[src/hdl/cpe_ram.sv]
// ----------------------------------------------------------------------------
// cpe_ram
// Single-port synchronous memory, registered read data.
// ----------------------------------------------------------------------------
`default_nettype none

module cpe_ram #(
  parameter int AW = 6,
  parameter int DW = 8
) (
  input  wire logic          clk,
  input  wire logic          we,
  input  wire logic [AW-1:0] addr,
  input  wire logic [DW-1:0] wdata,
  output logic      [DW-1:0] rdata
);

  logic [DW-1:0] mem_r [2**AW];
  logic [DW-1:0] rdata_r;

  always_ff @(posedge clk) begin
    if (we) begin
      mem_r[addr] <= wdata;
    end
    rdata_r <= mem_r[addr];
  end

  assign rdata = rdata_r;

endmodule

`default_nettype wire

[config.mk]
export PLATFORM = sky130hd
export DESIGN_NAME = cpe_ram
export DESIGN_NICKNAME = d
export VERILOG_FILES = /design/src/hdl/cpe_ram.sv
export SDC_FILE = /design/constraint.sdc
export NUM_CORES = 1
export LEC_CHECK = 0
export BUFFER_PORTS_ARGS = -buffer_cell sky130_fd_sc_hd__buf_4
export CORE_UTILIZATION = 55
export CTS_BUF_LIST = sky130_fd_sc_hd__clkbuf_16
export DETAILED_ROUTE_END_ITERATION = 8
export PLACE_DENSITY = 0.71
export SLEW_MARGIN = 40
export SYNTH_ARGS = -nofsm -noshare
export SYNTH_HDL_FRONTEND = slang
export SYNTH_SLANG_ARGS = --single-unit
export TNS_END_PERCENT = 50
[constraint.sdc]
create_clock -name clk -period 5.6 [get_ports clk]
set_input_delay 0 -clock clk [delete_from_list [all_inputs] [get_ports clk]]
set_output_delay 0 -clock clk [all_outputs]
set_load 0.005 [all_outputs]
# Word level (Yosys, flattened, before mapping)
# Memory sizes are Yosys's and may differ from the RTL's. A register that Yosys moved wholly into a read port is not among the register bits.
# Cells that the tools add are included.
[op_classes] mux=2
[ops] op="1-bit 2-to-1 mux" n=2
[totals] wordCells=3 ff_bits=0 input_bits=16 ramBits=512 out_inout_bits=8 memories=1
[memory_table] memory="mem_r" depth=64 width=8 read_ports=1 rd_clocked_by_memory_dff=1 write_ports=1 line_no="18" text="logic [DW-1:0] mem_r [2**AW];"

# Logic depth before layout (Yosys ltp)
# Gate-level depths: netlist of run 1.
[logic_depth] ltp_word=2 depth_mapped=10 mapped_depth_nobuf=5

# Worst setup path before layout of run 1
# No wires, ideal clock.
[synth_timing] path_type="input -> register" from="in addr[1]" to="mem mem_r[13][0], enable pin" t_arrival_ns=1.728 setup_slack_ns=3.501 cell_stages=7 required_ns=5.230 setup_time_ns=0.370 n_path_buf=4 cell_sequence="buf_6 -> buf_6 -> nor2b_1 -> clkbuf_1 -> clkbuf_1 -> nand3_1 -> nor2_1"
[synth_lines] item="start: declaration" line_no="13" text="input wire logic [AW-1:0] addr,"
[synth_lines] item="end: declaration" line_no="18"
# No word-level cell before the write port.

# Worst setup path in the final report of run 1
[layout_timing] from="in addr[1]" to="mem mem_r[31][7], enable pin"
# No word-level cell before the write port.

==> impl_summary.log, run 1 <==
[metrics] status: completed
[metrics] setup TNS after final layout: 0 ns
[metrics] fraction of synthesized area in multiplexers: 0.08260
[metrics] max-slew headroom at the worst pin: 0.3999
[metrics] path depth of the worst reg2reg path: 5
[metrics] IO Count: 24
[metrics] slew at the pin closest to its max-slew limit: between 0.8 and 0.9 ns
[metrics] RSZ-0062 raised after global routing: false
[metrics] Post-Route Skew: 0.03158 ns
[metrics] share of async-settable or async-resettable flops after synthesis: 0
[metrics] Final period util: 0.4755
[metrics] total standard cell area after synthesis: about 20000 µm²
[metrics] Final #Nets: 1198
[metrics] met3 Usage GRT: 0.04876
[metrics] Starting Density: 0.5586
[metrics] leading post-synthesis cells by cell area: sky130_fd_sc_hd__edfxtp_1, sky130_fd_sc_hd__mux4_2, sky130_fd_sc_hd__mux2i_1
[metrics] adder-cell share of the synthesized area: 0
[metrics] crit start category: primary input
[metrics] global-route met2 utilization: 0.4151
[metrics] critical path class: primary input to register
[metrics] number of remaining DRC errors: 0
[metrics] global placement routability congestion: 0.8720
[metrics] DR vias: 11.37k
[metrics] number of hold-slack violations in the final timing report: 0
[metrics] post-CTS setup buffer count: 0
[metrics] combinational family with the most area after synthesis: multiplexers
[metrics] clock tree buffer depth: 3
[metrics] highest fanout seen on the critical path: 68
[metrics] antenna violations before repair: 1
[metrics] Area growth syn-to-layout: 10.64%
[metrics] DRT iter0 DRCs: 1361
[metrics] number of synthesized register bits: 520
[metrics] sequential element share of the synthesized area: 0.7597
[metrics] CTS hold repair buffers: 3
[metrics] total count of max-transition violations in the final report: 0
[metrics] area of the core: 36610 µm²
[metrics] number of buffers added by the clock tree synthesis step: 50
[metrics] number of routed nets with antenna violations: 0
[metrics] power density over cell area: approximately 360 nW/µm²
[metrics] time the final worst path needs with I/O delays and setup: 2.663 ns
[metrics] clock tree from TritonCTS: built
[metrics] post-DP HPWL: 29550 µm
[metrics] area enclosed by the die boundary: 37960 µm²
[metrics] net count of the mapped netlist: 1187
[metrics] Resized cells post-CTS: 0
[metrics] die boundary height: 194.8 µm
[metrics] global-route wire length before repair: 73550 µm
[metrics] maximum number of pins on one net before global-route repair: 69
[metrics] DR vias/cell: between 6 and 7
[metrics] most frequent cells in the layout: sky130_fd_sc_hd__edfxtp_1, sky130_fd_sc_hd__mux2i_1, sky130_fd_sc_hd__nor2_1
[metrics] Worst setup EP type: register
[metrics] worst vdd ir: 282.7 µV
[metrics] clock sink total: 520
[metrics] number of enable flip-flop cells after synthesis: 512
[metrics] clock slew at the register clock pins of the worst setup and hold paths: approximately 0.06 ns
[metrics] Synth Warn #: 0
[metrics] Total GRT Usage: 0.2674
[metrics] cell row count: 70
[metrics] Post-Synth XOR/XNOR Area: 0
[metrics] fraction of the mapped netlist area in compound gates: 0.08076
[metrics] synthesized instance count: 1171
[metrics] Hold Path Cell Cnt: 1
[metrics] layer with the highest usage after global routing: met2
[metrics] number of buffers added on ports: 23
[metrics] global route total overflow: 0
[metrics] root buffer cell: sky130_fd_sc_hd__clkbuf_16
[metrics] total of endpoints with negative setup slack in the final report: 0
[metrics] WP data required: 5.80 ns
[metrics] number of distinct standard cells referenced by the synthesized netlist: 56
[metrics] top cell type by total area after synthesis: sky130_fd_sc_hd__edfxtp_1
[metrics] fraction of final layout cells with drive strength greater than 1: 0.1513
[metrics] final design utilization: 0.6180
[metrics] die span in x: 194.8 µm
[metrics] most common cell after layout, fill and taps aside: sky130_fd_sc_hd__edfxtp_1
[metrics] Mean Syn Cell Area: 17.46 µm²
[metrics] routed wirelength normalized by instance count: about 30 µm
[metrics] vias in the first global route: 11.15k
[metrics] router iterations before antenna repair: 6
[metrics] Post-Synth Simple-Gate Area: 0.05715
[metrics] grt met1 use: 0.3803
[metrics] worst min-delay path category: primary input to register
[metrics] area share of the largest cell type after synthesis: 0.7518
[metrics] maximum level of the CTS H-tree: 2
[metrics] maximum achievable frequency: 375.5 MHz
[metrics] number of antenna cells inserted: 0
[metrics] drt total wl: between 50000 and 60000 µm
[metrics] max-capacitance violation count: 0
[metrics] Clk Latency, worst-skew pair: around 0.59 ns
[metrics] Leak: 7.240 nW
[metrics] Worst Path Arrival: 2.86 ns
[metrics] top flip-flop cell by instance count after synthesis: sky130_fd_sc_hd__edfxtp_1
==> final timing paths <==
check,slack [ns],end,startpoint
hold reg to reg,0.70,rdata[7],mem_r[34][7]
setup / recovery,2.94,mem_r[31][7],addr[1]
setup reg to reg,3.37,rdata[7],mem_r[6][7]
hold / removal,0.02,mem_r[23][2],wdata[2]
==> synthesized netlist by cell type, types with 9 or more instances <==
cell	n
sky130_fd_sc_hd__a21oi_1	28
sky130_fd_sc_hd__a221o_1	11
sky130_fd_sc_hd__a221oi_1	21
sky130_fd_sc_hd__a22o_1	10
sky130_fd_sc_hd__a22oi_1	40
sky130_fd_sc_hd__a31oi_1	15
sky130_fd_sc_hd__and2_1	9
sky130_fd_sc_hd__and3_1	9
sky130_fd_sc_hd__buf_2	30
sky130_fd_sc_hd__clkbuf_1	36
sky130_fd_sc_hd__edfxtp_1	512
sky130_fd_sc_hd__mux2i_1	63
sky130_fd_sc_hd__mux4_2	41
sky130_fd_sc_hd__nand2_1	45
sky130_fd_sc_hd__nand2b_1	24
sky130_fd_sc_hd__nand3b_1	12
sky130_fd_sc_hd__nor2_1	82
sky130_fd_sc_hd__o21ai_0	9
sky130_fd_sc_hd__o221ai_1	9
sky130_fd_sc_hd__o22a_1	11
sky130_fd_sc_hd__o22ai_1	22
==> stage by stage <==
step / worst slack (ns) / cell area [µm²] / hold slack, ns / power (mW) / instances
after floorplan: 3.501 / 20450 / 0.09887 / 4.634 / 1171
after global placement: 2.326 / 20910 / 0.3827 / 4.818 / 1593
after detailed placement: 2.448 / 20930 / 0.3884 / 4.825 / 1593
after CTS: 3.003 / 22570 / 0.01709 / 8.062 / 1689
after global routing: 2.847 / 22630 / 0.02220 / 8.233 / 1691
final: 2.937 / 22630 / 0.01661 / 8.049 / 1691
==> power by group <==
group          leakage (nW)  switching, mW  internal [mW]
sequential             4.67         0.0146           4.31
clock                 0.840           1.42           1.88
combinational          1.73          0.294          0.136
==> metal layers <==
metal / vias to the layer above / wire length [µm]
met5: - / 7
met4: 2 / 1929
met3: 132 / 4798
met2: 686 / 23330
met1: 5779 / 20160
li1: 4774 / -
==> state kept, by name, indices dropped and copies added, names as in the netlist <==
name,count
rdata,8
mem_r,512
==> critical path: stages <==
cell	delay, ns
sky130_fd_sc_hd__buf_6	0.50
sky130_fd_sc_hd__and2_1	0.76
sky130_fd_sc_hd__nand3_1	0.72
sky130_fd_sc_hd__nor2_1	0.81
==> cell families after synthesis <==
group,count (synthesis)
flip-flops,520
AND/OR/NAND/NOR,229
AO/OA/AOI/OAI,222
buffers and inverters,84
multiplexers,116
==> area by class of cell <==
cell class / instances / area (µm²)
Inverter: 3 / 11.26
Clock inverter: 42 / 326.6
Clock buffer: 51 / 1276
Timing Repair Buffer: 40 / 319.1
Fill cell: 2585 / 13980
Sequential cell: 520 / 15530
Tap cell: 468 / 585.6
Multi-Input combinational cell: 567 / 4572
Note: power is estimated with default switching activity, not from simulation.
==> run 2: changes to the inputs <==
--- a/config.mk
+++ b/config.mk
@@ -9,7 +9,7 @@
 export CORE_UTILIZATION = 55
 export CTS_BUF_LIST = sky130_fd_sc_hd__clkbuf_16
 export DETAILED_ROUTE_END_ITERATION = 8
-export PLACE_DENSITY = 0.71
+export PLACE_DENSITY = 0.74
 export SLEW_MARGIN = 40
 export SYNTH_ARGS = -nofsm -noshare
 export SYNTH_HDL_FRONTEND = slang
==> constraint.sdc (replaced) <==
create_clock -name clk -period 2.26 [get_ports clk]
set_input_delay 0 -clock clk [delete_from_list [all_inputs] [get_ports clk]]
set_output_delay 0 -clock clk [all_outputs]
set_load 0.005 [all_outputs]
==> impl_summary.log, run 2 (synthesis results as in run 1) <==
[metrics] Clk Latency, worst-skew pair: 0.58 ns
[metrics] time the final worst path needs with I/O delays and setup: 2.243 ns
[metrics] area enclosed by the die boundary: 37960 µm²
[metrics] antenna violations before repair: 2
[metrics] die span in x: 194.8 µm
[metrics] total count of max-transition violations in the final report: 0
[metrics] most frequent cells in the layout: sky130_fd_sc_hd__edfxtp_1, sky130_fd_sc_hd__buf_4, sky130_fd_sc_hd__nor2_1
[metrics] clock tree buffer depth: 3
[metrics] fraction of final layout cells with drive strength greater than 1: 0.2248
[metrics] flip-flop count of the largest register, all copies and words added: 512
[metrics] vias in the first global route: about 12k
[metrics] critical path class: register to register
[metrics] worst min-delay path category: primary input to register
[metrics] Worst Path Arrival: around 2.7 ns
[metrics] Final #Nets: 1333
[metrics] crit start category: register
[metrics] Area growth syn-to-layout: 15.35%
[metrics] clock slew at the register clock pins of the worst setup and hold paths: ~0.06 ns
[metrics] number of antenna cells inserted: 0
[metrics] number of buffers added by the clock tree synthesis step: 51
[metrics] slew at the pin closest to its max-slew limit: 1.006 ns
[metrics] number of routed nets with antenna violations: 0
[metrics] final design utilization: 0.6443
[metrics] routed wirelength normalized by instance count: 27.81 µm
[metrics] IO Count: 24
[metrics] Register Area: 15530 µm²
[metrics] filler cell count: between 2k and 2.5k
[metrics] die boundary height: 194.8 µm
[metrics] maximum achievable frequency: 445.9 MHz
[metrics] area of the core: between 30000 and 40000 µm²
[metrics] number of remaining DRC errors: 0
[metrics] max-capacitance violation count: 0
[metrics] global-route wire length before repair: around 75000 µm
[metrics] Worst setup EP type: register
[metrics] number of buffers added on ports: 23
[metrics] clock sink total: 520
[metrics] drt total wl: 50760 µm
[metrics] status: completed
[metrics] Total GRT Usage: 0.2712
[metrics] biggest cell delay along the critical path: ~0.52 ns
[metrics] Leak: 7.911 nW
[metrics] clock tree from TritonCTS: built
[metrics] DR vias/cell: around 6.5
[metrics] root buffer cell: sky130_fd_sc_hd__clkbuf_16
[metrics] Post-Route Skew: 0.01990 ns
[metrics] Starting Density: 0.5586
[metrics] maximum number of pins on one net before global-route repair: 65
[metrics] global placement routability congestion: roughly 0.91
[metrics] global route total overflow: 0
[metrics] worst reg2reg setup slack: ~0.017 ns
[metrics] placement-stage cell area: 22010 µm²
[metrics] power density over cell area: 834.3 nW/µm²
[metrics] worst vdd ir: about 580 µV
[metrics] most common cell after layout, fill and taps aside: sky130_fd_sc_hd__edfxtp_1
[metrics] critical-path cell with the highest stage delay: sky130_fd_sc_hd__mux4_2
[metrics] number of hold-slack violations in the final timing report: 0
[metrics] hold_ws: 0.0003127 ns
[metrics] WP data required: 2.71 ns
[metrics] path depth of the worst reg2reg path: 5
[metrics] register name with the most flops: mem_r
[metrics] post-DP HPWL: 31820 µm
[metrics] Final Cell Area: 23590 µm²
[metrics] DR vias: ~12k
[metrics] maximum level of the CTS H-tree: 2
[metrics] total of endpoints with negative setup slack in the final report: 0
[metrics] Final period util: 0.9924
[metrics] Hold Path Cell Cnt: 1
[metrics] highest fanout seen on the critical path: 1
[metrics] router iterations before antenna repair: 5
[metrics] cell row count: 70
[metrics] CP Cell Sequence: mux2_1, mux4_2, o21ai_4, o2111ai_2, or4b_1
[metrics] multi-input combinational cell area: roughly 4500 µm²
[metrics] max-slew headroom at the worst pin: 0.3209
[metrics] DRT iter0 DRCs: between 1.5k and 2k
==> run 2: through the flow <==
stage	worst slack, ns	TNS, ns	power (mW)	instances
2_1_floorplan	0.1612	0	11.48	1171
3_3_place_gp	0.01859	0	12.02	1730
3_5_place_dp	-0.02258	-0.02258	12.04	1730
4_1_cts	0.05419	0	19.73	1824
5_1_grt	-0.04291	-0.04291	20.14	1825
6_report	0.01713	0	19.68	1825
==> run 2: cell type report <==
class	instances	area share
clock buffers	51	0.05410
clock inverters	42	0.01098
inverters	3	0.0004774
multi-input cells	567	0.1921
flip-flops and latches	520	0.6586
well taps	468	0.02482
repair buffers	174	0.05893
==> run 2: where the power goes <==
part           total, mW  switching (mW)  leakage [nW]  internal [mW]
Sequential          10.7          0.0318          4.67           10.7
Combinational       1.16           0.742          2.45          0.420
Clock               7.81            3.48         0.789           4.33
==> run 2: critical path: cells and delay by family (launching register included) <==
family / cells / cell delay [ns]
flops: 1 / 0.37
compound gates: 2 / 0.39
simple gates: 1 / 0.52
mux: 2 / 0.85
==> run 2: timing repair <==
action | CTS | global route
cloned | 0 | 0
hold buffers | 1 | 1
hold endpoints to repair | 3 | 2
pin swaps | 0 | 2
resized for setup | 1 | 2
setup endpoints to repair | 1 | 1
buffers inserted | 0 | 0
==> run 2: layer usage <==
metal / GRT usage / part of all wire
met5: 0 / 0.00045
met4: 0.08895 / 0.032
met3: 0.05466 / 0.10
met2: 0.4244 / 0.47
met1: 0.3857 / 0.39
==> run 2: final timing paths <==
kind / end / from
worst min register to register: rdata[4] / mem_r[3][4]
worst min-delay path: mem_r[17][7] / wdata[7]
worst max-delay path: rdata[7] / mem_r[6][7]
worst max register to register: rdata[7] / mem_r[6][7]
